$ cat config.mk
export PLATFORM = sky130hd
export DESIGN_NAME = joystick_rate_position_integrator
export DESIGN_NICKNAME = d
export VERILOG_FILES = /design/src/jrpi_pkg.sv /design/src/joystick_rate_position_integrator.sv
export SDC_FILE = /design/constraint.sdc
export NUM_CORES = 2
export LEC_CHECK = 0
export BUFFER_PORTS_ARGS = -buffer_cell sky130_fd_sc_hd__buf_2
export CAP_MARGIN = 20
export CORE_MARGIN = 10
export CORE_UTILIZATION = 40
export DETAILED_ROUTE_END_ITERATION = 7
export GPL_ROUTABILITY_DRIVEN = 0
export PLACE_DENSITY = 0.55
export SKIP_CTS_REPAIR_TIMING = 1
export SLEW_MARGIN = 10
export SYNTH_ARGS = -nofsm -noshare
export SYNTH_HDL_FRONTEND = slang
export SYNTH_SLANG_ARGS = --single-unit
$ cat constraint.sdc
create_clock -name i_clk -period 10.5 [get_ports i_clk]
set_input_delay 1.05 -clock i_clk [delete_from_list [all_inputs] [get_ports i_clk]]
set_output_delay 1.05 -clock i_clk [all_outputs]
set_load 0.05 [all_outputs]
$ cat src/jrpi_pkg.sv
// ----------------------------------------------------------------------------
// Joystick rate/position integrator package
// Shared types, widths and constants of the joystick rate/position integrator.
// ----------------------------------------------------------------------------
package jrpi_pkg;

    localparam int OVERSAMPLE = 10;

    localparam int SAMPLE_W = 10;
    localparam int SUM_W    = 14;
    localparam int COUNT_W  = 4;
    localparam int MS_W     = 16;
    localparam int SENS_W   = 12;
    localparam int DZI_W    = 11;
    localparam int LIM_W    = 16;
    localparam int POS_W    = 48;
    localparam int RMAG_W   = 13;
    localparam int PROD_W   = 29;
    localparam int QUO_W    = 38;
    localparam int REM_W    = 10;
    localparam int DIV_W    = 11;
    localparam int STEP_W   = 6;
    localparam int ADDR_W   = 5;
    localparam int DATA_W   = 32;
    localparam int NUM_AXES = 3;

    localparam logic [DIV_W-1:0]  DIV_AVG = DIV_W'(OVERSAMPLE);
    localparam logic [DIV_W-1:0]  DIV_POS = DIV_W'(1000);

    localparam logic [STEP_W-1:0] AVG_LAST  = STEP_W'(SUM_W - 1);
    localparam logic [STEP_W-1:0] MUL1_LAST = STEP_W'(SENS_W - 1);
    localparam logic [STEP_W-1:0] MUL2_LAST = STEP_W'(MS_W - 1);
    localparam logic [STEP_W-1:0] QDIV_LAST = STEP_W'(POS_W - 1);

    localparam logic [POS_W-1:0] POS_MAX = {1'b0, {(POS_W-1){1'b1}}};
    localparam logic [POS_W-1:0] POS_MIN = {1'b1, {(POS_W-1){1'b0}}};

    localparam logic [SENS_W-1:0]   SENS_RESET   = SENS_W'(400);
    localparam logic [SAMPLE_W-1:0] CENTRE_RESET = SAMPLE_W'(512);
    localparam logic [LIM_W-1:0]    LIM_LO_RESET = {1'b1, {(LIM_W-1){1'b0}}};
    localparam logic [LIM_W-1:0]    LIM_HI_RESET = {1'b0, {(LIM_W-1){1'b1}}};

    typedef enum logic [0:0] {
        OP_READ = 1'b0,
        OP_CAL  = 1'b1
    } t_op;

    typedef enum logic [2:0] {
        REG_SENS  = 3'd0,
        REG_DZI   = 3'd1,
        REG_X_MIN = 3'd2,
        REG_X_MAX = 3'd3,
        REG_Y_MIN = 3'd4,
        REG_Y_MAX = 3'd5,
        REG_R_MIN = 3'd6,
        REG_R_MAX = 3'd7
    } t_reg_idx;

    typedef enum logic [3:0] {
        ST_IDLE,
        ST_LOAD,
        ST_AVG,
        ST_EVAL,
        ST_MUL1,
        ST_MUL2,
        ST_ACC,
        ST_QDIV,
        ST_CLAMP,
        ST_DONE
    } t_state;

endpackage

$ cat src/joystick_rate_position_integrator.sv
// An item that does not close a group is absorbed while the block stays idle.
// An item that closes a calibrate group loads, averages and sets the centre of each axis.
// An item that closes a read group also multiplies, accumulates, divides and clamps each axis,
// one shared bit-serial divider and one shift-add multiplier walking the axes in turn.
// Reset is synchronous, active low: registers return to defaults, centres to 512,
// positions to zero, and the first read after reset integrates no elapsed time.
// ----------------------------------------------------------------------------
// Joystick rate/position integrator
// Averages oversampled three-axis samples, applies centre, dead zone and
// sensitivity, and integrates the rate into clamped milli-unit positions.
// ----------------------------------------------------------------------------
module joystick_rate_position_integrator (
    input  logic                           i_clk,
    input  logic                           i_rst_n,
    // APB configuration port
    input  logic                           psel,
    input  logic                           penable,
    input  logic                           pwrite,
    input  logic [jrpi_pkg::ADDR_W-1:0]    paddr,
    input  logic [jrpi_pkg::DATA_W-1:0]    pwdata,
    output logic [jrpi_pkg::DATA_W-1:0]    prdata,
    output logic                           pready,
    // Sample channel
    input  logic                           i_in_valid,
    output logic                           o_in_stall,
    input  logic                           i_op,
    input  logic [jrpi_pkg::SAMPLE_W-1:0]  i_x_sample,
    input  logic [jrpi_pkg::SAMPLE_W-1:0]  i_y_sample,
    input  logic [jrpi_pkg::SAMPLE_W-1:0]  i_r_sample,
    input  logic [jrpi_pkg::MS_W-1:0]      i_elapsed_ms,
    // Position channel
    output logic                           o_out_valid,
    input  logic                           i_out_stall,
    output logic signed [jrpi_pkg::LIM_W-1:0] o_x_pos,
    output logic signed [jrpi_pkg::LIM_W-1:0] o_y_pos,
    output logic signed [jrpi_pkg::LIM_W-1:0] o_r_pos
);
    import jrpi_pkg::*;

    // Configuration registers
    logic [SENS_W-1:0]   r_sens;
    logic [DZI_W-1:0]    r_dzi;
    logic [LIM_W-1:0]    r_lim_lo [NUM_AXES];
    logic [LIM_W-1:0]    r_lim_hi [NUM_AXES];

    // Control and state
    t_state              r_state, n_state;
    logic [COUNT_W-1:0]  r_count, n_count;
    logic                r_first, n_first;
    logic                r_out_valid, n_out_valid;
    logic [1:0]          r_axis, n_axis;
    logic [STEP_W-1:0]   r_step, n_step;
    logic [SUM_W-1:0]    r_sum    [NUM_AXES];
    logic [SUM_W-1:0]    n_sum    [NUM_AXES];
    logic [SAMPLE_W-1:0] r_centre [NUM_AXES];
    logic [SAMPLE_W-1:0] n_centre [NUM_AXES];
    logic [POS_W-1:0]    r_pos    [NUM_AXES];
    logic [POS_W-1:0]    n_pos    [NUM_AXES];

    // Payload and datapath
    t_op                 r_op, n_op;
    logic [MS_W-1:0]     r_ms, n_ms;
    logic [REM_W-1:0]    r_rem, n_rem;
    logic [POS_W-1:0]    r_quo, n_quo;
    logic [PROD_W-1:0]   r_acc, n_acc;
    logic [PROD_W-1:0]   r_mcand, n_mcand;
    logic [MS_W-1:0]     r_mplier, n_mplier;
    logic                r_neg, n_neg;
    logic                r_pneg, n_pneg;
    logic [LIM_W-1:0]    r_res [NUM_AXES];
    logic [LIM_W-1:0]    n_res [NUM_AXES];
    logic [LIM_W-1:0]    r_x_pos, r_y_pos, r_r_pos;
    logic [LIM_W-1:0]    n_x_pos, n_y_pos, n_r_pos;

    // Handshake helpers
    logic                in_accept;
    logic                cfg_write;
    logic                out_free;
    logic                last_item;
    logic                axis_last;
    logic                step_last;
    logic [STEP_W-1:0]   step_end;
    logic [SUM_W-1:0]    sum_next [NUM_AXES];
    logic [SAMPLE_W-1:0] samples  [NUM_AXES];

    // Shared divider step
    logic [DIV_W-1:0]    div_const;
    logic [DIV_W-1:0]    div_trial;
    logic                div_ge;
    logic [DIV_W-1:0]    div_diff;

    // Shift-add multiplier step
    logic [PROD_W-1:0]   acc_step;

    // Per-axis evaluation
    logic [SAMPLE_W-1:0]     avg;
    logic signed [SAMPLE_W:0] dev;
    logic [SAMPLE_W-1:0]     dev_mag;
    logic [SAMPLE_W-1:0]     rate_in;
    logic [POS_W:0]          delta;
    logic [POS_W:0]          pos_sum;
    logic [POS_W-1:0]        pos_sat;
    logic [QUO_W:0]          q_ext;
    logic signed [QUO_W:0]   q_signed;
    logic signed [QUO_W:0]   lim_lo_ext;
    logic signed [QUO_W:0]   lim_hi_ext;
    logic [LIM_W-1:0]        clamped;

    assign in_accept = i_in_valid && !o_in_stall;
    assign cfg_write = psel && penable && pwrite && pready;
    assign out_free  = !r_out_valid || !i_out_stall;
    assign last_item = (r_count == COUNT_W'(OVERSAMPLE - 1));
    assign axis_last = (r_axis == 2'(NUM_AXES - 1));

    assign o_in_stall  = (r_state != ST_IDLE);
    assign o_out_valid = r_out_valid;
    assign o_x_pos     = r_x_pos;
    assign o_y_pos     = r_y_pos;
    assign o_r_pos     = r_r_pos;
    assign pready      = 1'b1;

    assign samples[0] = i_x_sample;
    assign samples[1] = i_y_sample;
    assign samples[2] = i_r_sample;

    always_comb begin
        for (int k = 0; k < NUM_AXES; k++) begin
            sum_next[k] = r_sum[k] + SUM_W'(samples[k]);
        end
    end

    always_comb begin
        unique case (t_reg_idx'(paddr[4:2]))
            REG_SENS:  prdata = DATA_W'(r_sens);
            REG_DZI:   prdata = DATA_W'(r_dzi);
            REG_X_MIN: prdata = DATA_W'($signed(r_lim_lo[0]));
            REG_X_MAX: prdata = DATA_W'($signed(r_lim_hi[0]));
            REG_Y_MIN: prdata = DATA_W'($signed(r_lim_lo[1]));
            REG_Y_MAX: prdata = DATA_W'($signed(r_lim_hi[1]));
            REG_R_MIN: prdata = DATA_W'($signed(r_lim_lo[2]));
            REG_R_MAX: prdata = DATA_W'($signed(r_lim_hi[2]));
        endcase
    end

    always_comb begin
        unique case (r_state)
            ST_AVG:  step_end = AVG_LAST;
            ST_MUL1: step_end = MUL1_LAST;
            ST_MUL2: step_end = MUL2_LAST;
            ST_QDIV: step_end = QDIV_LAST;
            default: step_end = '0;
        endcase
    end
    assign step_last = (r_step == step_end);

    // One quotient bit per cycle: the running remainder never exceeds the divisor.
    assign div_const = (r_state == ST_AVG) ? DIV_AVG : DIV_POS;
    assign div_trial = {r_rem, r_quo[POS_W-1]};
    assign div_ge    = (div_trial >= div_const);
    assign div_diff  = div_trial - div_const;

    assign acc_step = r_acc + (r_mplier[0] ? r_mcand : '0);

    // Dead zone and sign of the per-axis deflection.
    assign avg     = r_quo[SAMPLE_W-1:0];
    assign dev     = $signed({1'b0, r_centre[r_axis]}) - $signed({1'b0, avg});
    assign dev_mag = dev[SAMPLE_W] ? SAMPLE_W'(-dev) : dev[SAMPLE_W-1:0];
    assign rate_in = (dev_mag < {1'b0, r_dzi[SAMPLE_W-1:1]}) ? '0 : dev_mag;

    // Saturating position update.
    always_comb begin
        delta   = r_neg ? ((POS_W+1)'(~{(POS_W+1-PROD_W)'(0), r_acc}) + (POS_W+1)'(1))
                        : {(POS_W+1-PROD_W)'(0), r_acc};
        pos_sum = {r_pos[r_axis][POS_W-1], r_pos[r_axis]} + delta;
        if (pos_sum[POS_W] != pos_sum[POS_W-1]) begin
            pos_sat = pos_sum[POS_W] ? POS_MIN : POS_MAX;
        end else begin
            pos_sat = pos_sum[POS_W-1:0];
        end
    end

    // Signed quotient and clamp to the axis range, lower bound tested first.
    always_comb begin
        q_ext      = {1'b0, r_quo[QUO_W-1:0]};
        q_signed   = r_pneg ? $signed(~q_ext + (QUO_W+1)'(1)) : $signed(q_ext);
        lim_lo_ext = (QUO_W+1)'($signed(r_lim_lo[r_axis]));
        lim_hi_ext = (QUO_W+1)'($signed(r_lim_hi[r_axis]));
        priority if (q_signed < lim_lo_ext) begin
            clamped = r_lim_lo[r_axis];
        end else if (q_signed > lim_hi_ext) begin
            clamped = r_lim_hi[r_axis];
        end else begin
            clamped = q_signed[LIM_W-1:0];
        end
    end

    // Next state
    always_comb begin
        n_state = r_state;
        unique case (r_state)
            ST_IDLE:  if (in_accept && last_item) n_state = ST_LOAD;
            ST_LOAD:  n_state = ST_AVG;
            ST_AVG:   if (step_last) n_state = ST_EVAL;
            ST_EVAL: begin
                if (r_op == OP_CAL) begin
                    n_state = axis_last ? ST_IDLE : ST_LOAD;
                end else begin
                    n_state = ST_MUL1;
                end
            end
            ST_MUL1:  if (step_last) n_state = ST_MUL2;
            ST_MUL2:  if (step_last) n_state = ST_ACC;
            ST_ACC:   n_state = ST_QDIV;
            ST_QDIV:  if (step_last) n_state = ST_CLAMP;
            ST_CLAMP: n_state = axis_last ? ST_DONE : ST_LOAD;
            ST_DONE:  if (out_free) n_state = ST_IDLE;
        endcase
    end

    // Datapath and outputs
    always_comb begin
        n_count     = r_count;
        n_first     = r_first;
        n_axis      = r_axis;
        n_step      = r_step + STEP_W'(1);
        n_op        = r_op;
        n_ms        = r_ms;
        n_rem       = r_rem;
        n_quo       = r_quo;
        n_acc       = r_acc;
        n_mcand     = r_mcand;
        n_mplier    = r_mplier;
        n_neg       = r_neg;
        n_pneg      = r_pneg;
        n_x_pos     = r_x_pos;
        n_y_pos     = r_y_pos;
        n_r_pos     = r_r_pos;
        n_out_valid = r_out_valid && i_out_stall;
        n_sum       = r_sum;
        n_centre    = r_centre;
        n_pos       = r_pos;
        n_res       = r_res;

        unique case (r_state)
            ST_IDLE: begin
                if (in_accept) begin
                    n_sum = sum_next;
                    if (last_item) begin
                        n_count = '0;
                        n_axis  = '0;
                        n_op    = t_op'(i_op);
                        if ((t_op'(i_op) == OP_READ) && r_first) begin
                            n_ms    = '0;
                            n_first = 1'b0;
                        end else begin
                            n_ms    = i_elapsed_ms;
                        end
                    end else begin
                        n_count = r_count + COUNT_W'(1);
                    end
                end
            end
            ST_LOAD: begin
                n_step = '0;
                n_rem  = '0;
                n_quo  = {r_sum[r_axis], (POS_W-SUM_W)'(0)};
            end
            ST_AVG, ST_QDIV: begin
                n_rem = div_ge ? div_diff[REM_W-1:0] : div_trial[REM_W-1:0];
                n_quo = {r_quo[POS_W-2:0], div_ge};
            end
            ST_EVAL: begin
                n_step = '0;
                if (r_op == OP_CAL) begin
                    n_centre[r_axis] = avg;
                    if (axis_last) begin
                        for (int k = 0; k < NUM_AXES; k++) n_sum[k] = '0;
                    end else begin
                        n_axis = r_axis + 2'd1;
                    end
                end else begin
                    n_neg    = dev[SAMPLE_W] ^ r_dzi[DZI_W-1];
                    n_acc    = '0;
                    n_mcand  = PROD_W'(rate_in);
                    n_mplier = MS_W'(r_sens);
                end
            end
            ST_MUL1: begin
                n_acc    = acc_step;
                n_mcand  = {r_mcand[PROD_W-2:0], 1'b0};
                n_mplier = r_mplier >> 1;
                if (step_last) begin
                    // Rate magnitude is the product over 512, truncated.
                    n_step   = '0;
                    n_acc    = '0;
                    n_mcand  = PROD_W'(acc_step[SENS_W+SAMPLE_W-1:9]);
                    n_mplier = r_ms;
                end
            end
            ST_MUL2: begin
                n_acc    = acc_step;
                n_mcand  = {r_mcand[PROD_W-2:0], 1'b0};
                n_mplier = r_mplier >> 1;
            end
            ST_ACC: begin
                n_pos[r_axis] = pos_sat;
                n_pneg = pos_sat[POS_W-1];
                n_quo  = pos_sat[POS_W-1] ? (~pos_sat + POS_W'(1)) : pos_sat;
                n_rem  = '0;
                n_step = '0;
            end
            ST_CLAMP: begin
                n_res[r_axis] = clamped;
                if (!axis_last) n_axis = r_axis + 2'd1;
            end
            ST_DONE: begin
                if (out_free) begin
                    n_x_pos     = r_res[0];
                    n_y_pos     = r_res[1];
                    n_r_pos     = r_res[2];
                    n_out_valid = 1'b1;
                    for (int k = 0; k < NUM_AXES; k++) n_sum[k] = '0;
                end
            end
        endcase
    end

    // Control registers and stored state
    always_ff @(posedge i_clk) begin
        if (!i_rst_n) begin
            r_state     <= ST_IDLE;
            r_count     <= '0;
            r_first     <= 1'b1;
            r_out_valid <= 1'b0;
            r_sens      <= SENS_RESET;
            r_dzi       <= '0;
            for (int k = 0; k < NUM_AXES; k++) begin
                r_lim_lo[k] <= LIM_LO_RESET;
                r_lim_hi[k] <= LIM_HI_RESET;
                r_sum[k]    <= '0;
                r_centre[k] <= CENTRE_RESET;
                r_pos[k]    <= '0;
            end
        end else begin
            r_state     <= n_state;
            r_count     <= n_count;
            r_first     <= n_first;
            r_out_valid <= n_out_valid;
            r_sum       <= n_sum;
            r_centre    <= n_centre;
            r_pos       <= n_pos;
            if (cfg_write) begin
                unique case (t_reg_idx'(paddr[4:2]))
                    REG_SENS:  r_sens      <= pwdata[SENS_W-1:0];
                    REG_DZI:   r_dzi       <= pwdata[DZI_W-1:0];
                    REG_X_MIN: r_lim_lo[0] <= pwdata[LIM_W-1:0];
                    REG_X_MAX: r_lim_hi[0] <= pwdata[LIM_W-1:0];
                    REG_Y_MIN: r_lim_lo[1] <= pwdata[LIM_W-1:0];
                    REG_Y_MAX: r_lim_hi[1] <= pwdata[LIM_W-1:0];
                    REG_R_MIN: r_lim_lo[2] <= pwdata[LIM_W-1:0];
                    REG_R_MAX: r_lim_hi[2] <= pwdata[LIM_W-1:0];
                endcase
            end
        end
    end

    // Payload registers
    always_ff @(posedge i_clk) begin
        r_axis   <= n_axis;
        r_step   <= n_step;
        r_op     <= n_op;
        r_ms     <= n_ms;
        r_rem    <= n_rem;
        r_quo    <= n_quo;
        r_acc    <= n_acc;
        r_mcand  <= n_mcand;
        r_mplier <= n_mplier;
        r_neg    <= n_neg;
        r_pneg   <= n_pneg;
        r_res    <= n_res;
        r_x_pos  <= n_x_pos;
        r_y_pos  <= n_y_pos;
        r_r_pos  <= n_r_pos;
    end

endmodule
==> impl_metrics.json <==
{
  "status": "finished clean",
  "dpl-instance-area_mm2": 0.03831,
  "fin_crit_sh_pct": 90.01,
  "pwr-share-comb_pct": 35.5,
  "cpPeakStageDelay_ns": 0.64,
  "tritoncts.num_buffers": 72,
  "synthAdderAreaFrac_pct": 7.787,
  "dr.first_iter.drc_count": 2676,
  "ant_nets": 0,
  "worst-endpoint-required_ns": 10.87,
  "yosysWarningCount": 0,
  "hold_viol": 0,
  "clock_tree.htree_level_count": 3,
  "mappedNetlistNets": 4272,
  "drt_wl_total_mm": 111.0,
  "io_buffer_count": 154,
  "simple_gate_fraction_of_synth_area_pct": 16.99,
  "synth_sequential_area_ratio_pct": 42.40,
  "die-area_mm2": 0.1039,
  "drt-wirelength-per-cell_um": 21.22,
  "hold_ws_ns": 0.4167,
  "pwr_density_cell_mw_per_mm2": 215.9,
  "clock_power_share_pct": 28.2,
  "core.rowCount": 110,
  "grt_util_all_layers_pct": 20.76,
  "setup-violations-final": 0,
  "cts.sinks": 602,
  "pwr-share-seq_pct": 36.4,
  "critPathMaxFanout": 13,
  "critical-path-slowest-cell": "or4b_2",
  "setup-tns-final_ns": 0,
  "yosys_register_bits": 602,
  "min-delay-path-class": "reg2reg",
  "post-route-drc-count": 0,
  "synth_top_family_by_area": "compound AO/OA/AOI/OAI gates",
  "count_of_vias_placed_by_the_detailed_router": 29429,
  "initial_antenna_violation_count": 0,
  "die-width_um": 322.4,
  "grt.overflow.total": 0,
  "setup.worst_path.class": "reg2reg",
  "clock-skew-final_ns": 0.03725,
  "antennaDiodeCount": 0,
  "final_period_minus_worst_setup_slack_ns": 9.452,
  "cts_root_buf": "clkbuf_16",
  "ioPinCount": 174,
  "cell_internal_pwr_w": 0.005482,
  "slew_viol_final": 0,
  "netlist_area_mm2": 0.03657,
  "postSynthCellCount": 3957,
  "cp-start-kind": "flip-flop",
  "fin_cells": 5233,
  "post-place-ws_ns": 1.192,
  "cpLargestDelayFamily": "simple AND/OR/NAND/NOR gates",
  "netlist-cell-type-count": 94,
  "timing.fmax_ghz": 0.1058,
  "tritoncts_clock_tree": "built",
  "synth.top_cells.by_area": "edfxtp_1 28%, dfxtp_1 14%, ha_1 7.5%",
  "unrepaired_setup_endpoints_after_global_routing": "false",
  "max_cap_viols": 0,
  "ys_async_sr_fraction_pct": 0,
  "post-route-cell-area_mm2": 0.04068,
  "worst_slew_margin_rel_pct": 24.60,
  "area_fraction_in_compound_gates_after_synthesis_pct": 17.89,
  "ir_drop_uv": 141.6,
  "worst-slew-pin-transition_ns": 1.122,
  "switching_share_pct": 37.59,
  "max-clock-path-buffers": 3,
  "p_r_area_growth_vs_syn_pct": 11.25,
  "coreArea_mm2": 0.09042,
  "placed_cells_incl_taps": 5097,
  "n_fill_cell": 8674,
  "synthDominantAreaCellType": "edfxtp_1",
  "die_h_um": 322.4,
  "final_layout_size_suffix_gt1_share_pct": 10.03,
  "synthMuxAreaShare_pct": 5.820,
  "grt_first_pass_wirelength_mm": 169.4,
  "synth-xor-area-share_pct": 5.365,
  "via_count_of_the_first_global_routing_pass": 27601,
  "pin_count_of_the_biggest_net_entering_global_routing": 91,
  "clk_transition_reported_paths_ns": 0.06,
  "vias_per_cell": 5.624,
  "dominantRegCellSynth": "edfxtp_1",
  "floorplan.initialDensity_pct": 40.44,
  "yosys.area.top_type_share_pct": 28.33,
  "drtPass1Iterations": 6,
  "place_hpwl_mm": 81.49,
  "clock_insertion_delay_worst_skew_ns": 0.65,
  "net-switching-power_w": 0.003301,
  "finish.net_count": 4312,
  "arrival_ns": 9.82,
  "synth-edff-count": 345,
  "timing.critical_path.to_type": "flip-flop",
  "critical_path.n_buffers_inverters": 1,
  "setup_ws_ns": 1.048,
  "syn_avg_cell_area_um2": 9.242,
  "leakagePower_nw": 15.42
}
[power by group through the flow]
stage / logic, W / registers [W] / clock network [W]
2_1_floorplan: 0.00226 / 0.00312 / 0
3_3_place_gp: 0.00306 / 0.00323 / 0
3_5_place_dp: 0.00308 / 0.00324 / 0
4_1_cts: 0.00310 / 0.00319 / 0.00252
5_1_grt: 0.00345 / 0.00323 / 0.00262
6_report: 0.00311 / 0.00319 / 0.00248
[cells by family (layout without fill, tap and decap cells)]
logic type / Yosys count / in the layout
DFF: 602 / 602
and+or+nand+nor: 1331 / 1331
xor gates and xnor gates: 224 / 224
adders and majority gates: 224 / 224
AOI/OAI and AO/OA: 1029 / 1029
other: 1 / 1
buffers and inverters: 343 / 443
muxes: 203 / 203
[through the flow]
stage	total power, W	utilization [%]
after floorplan	0.005376	-
after global placement	0.006284	42.36
after detailed placement	0.006320	42.36
after CTS	0.008817	44.97
after global routing	0.009304	44.99
final	0.008783	44.99
[cells in the mapped netlist, types with 73 or more instances]
library cell,number
a211oi_1,128
edfxtp_1,345
mux2i_1,171
clkbuf_1,189
ha_1,218
dfxtp_1,257
inv_1,98
and2_1,102
xor2_1,73
nand2_1,405
a21oi_1,281
o21ai_0,259
xnor2_1,151
nor2_1,446
[placed cells by master, fill, tap and decap left out, types with 46 or more instances in the layout]
master,Yosys,final
nor2_1,446,443
nand2_1,405,405
edfxtp_1,345,345
a21oi_1,281,277
dfxtp_1,257,255
o21ai_0,259,253
ha_1,218,218
mux2i_1,171,171
buf_2,6,154
xnor2_1,151,151
a211oi_1,128,127
and2_1,102,102
inv_1,98,98
clkbuf_16,0,74
xor2_1,73,73
nor3_1,58,58
buf_4,17,53
nand3_1,48,48
a22oi_1,48,48
nand4_1,46,46
[routing by layer]
| metal | track usage (%) | wire, um | part of all wire [%] |
|---|---|---|---|
| met2 | 33.38 | 50770 | 46 |
| met1 | 29.64 | 52870 | 48 |
| met5 | 0 | 0 | 0 |
| met4 | 4.158 | 1700 | 1.5 |
| met3 | 2.611 | 5705 | 5.1 |
[final timing paths]
check	cells past startpoint	slack, ns	to	startpoint
worst min-delay path	0	0.42	o_x_pos[6]$_DFFE_PP_	r_res[38]$_DFFE_PP_
worst max register to register	28	1.05	r_quo[46]$_DFFE_PP_	r_acc[15]$_SDFFCE_PP0P_
worst min register to register	0	0.42	o_x_pos[6]$_DFFE_PP_	r_res[38]$_DFFE_PP_
worst max-delay path	28	1.05	r_quo[46]$_DFFE_PP_	r_acc[15]$_SDFFCE_PP0P_
[layout make-up]
class | instances | area [um2] | area share, %
Clock inverter | 27 | 240.2 | 0.5905
Sequential cell | 602 | 15510 | 38.12
Clock buffer | 107 | 2116 | 5.201
Inverter | 101 | 384.1 | 0.9442
Multi-Input combinational cell | 3012 | 19780 | 48.61
Timing Repair Buffer | 208 | 1189 | 2.922
Tap cell | 1176 | 1471 | 3.617
[sequential cells by signal, summed over array words and instances, names as in the netlist, 10 cells and up, named ones only]
name / cells
r_rem: 10
r_sum: 42
r_mplier: 16
o_x_pos: 16
r_res: 48
r_centre: 30
r_pos: 144
r_mcand: 29
r_quo: 48
r_sens: 12
o_y_pos: 16
o_r_pos: 16
r_acc: 29
r_ms: 16
r_lim_lo: 48
r_dzi: 11
r_lim_hi: 48
(Power assumes the default switching activity.)
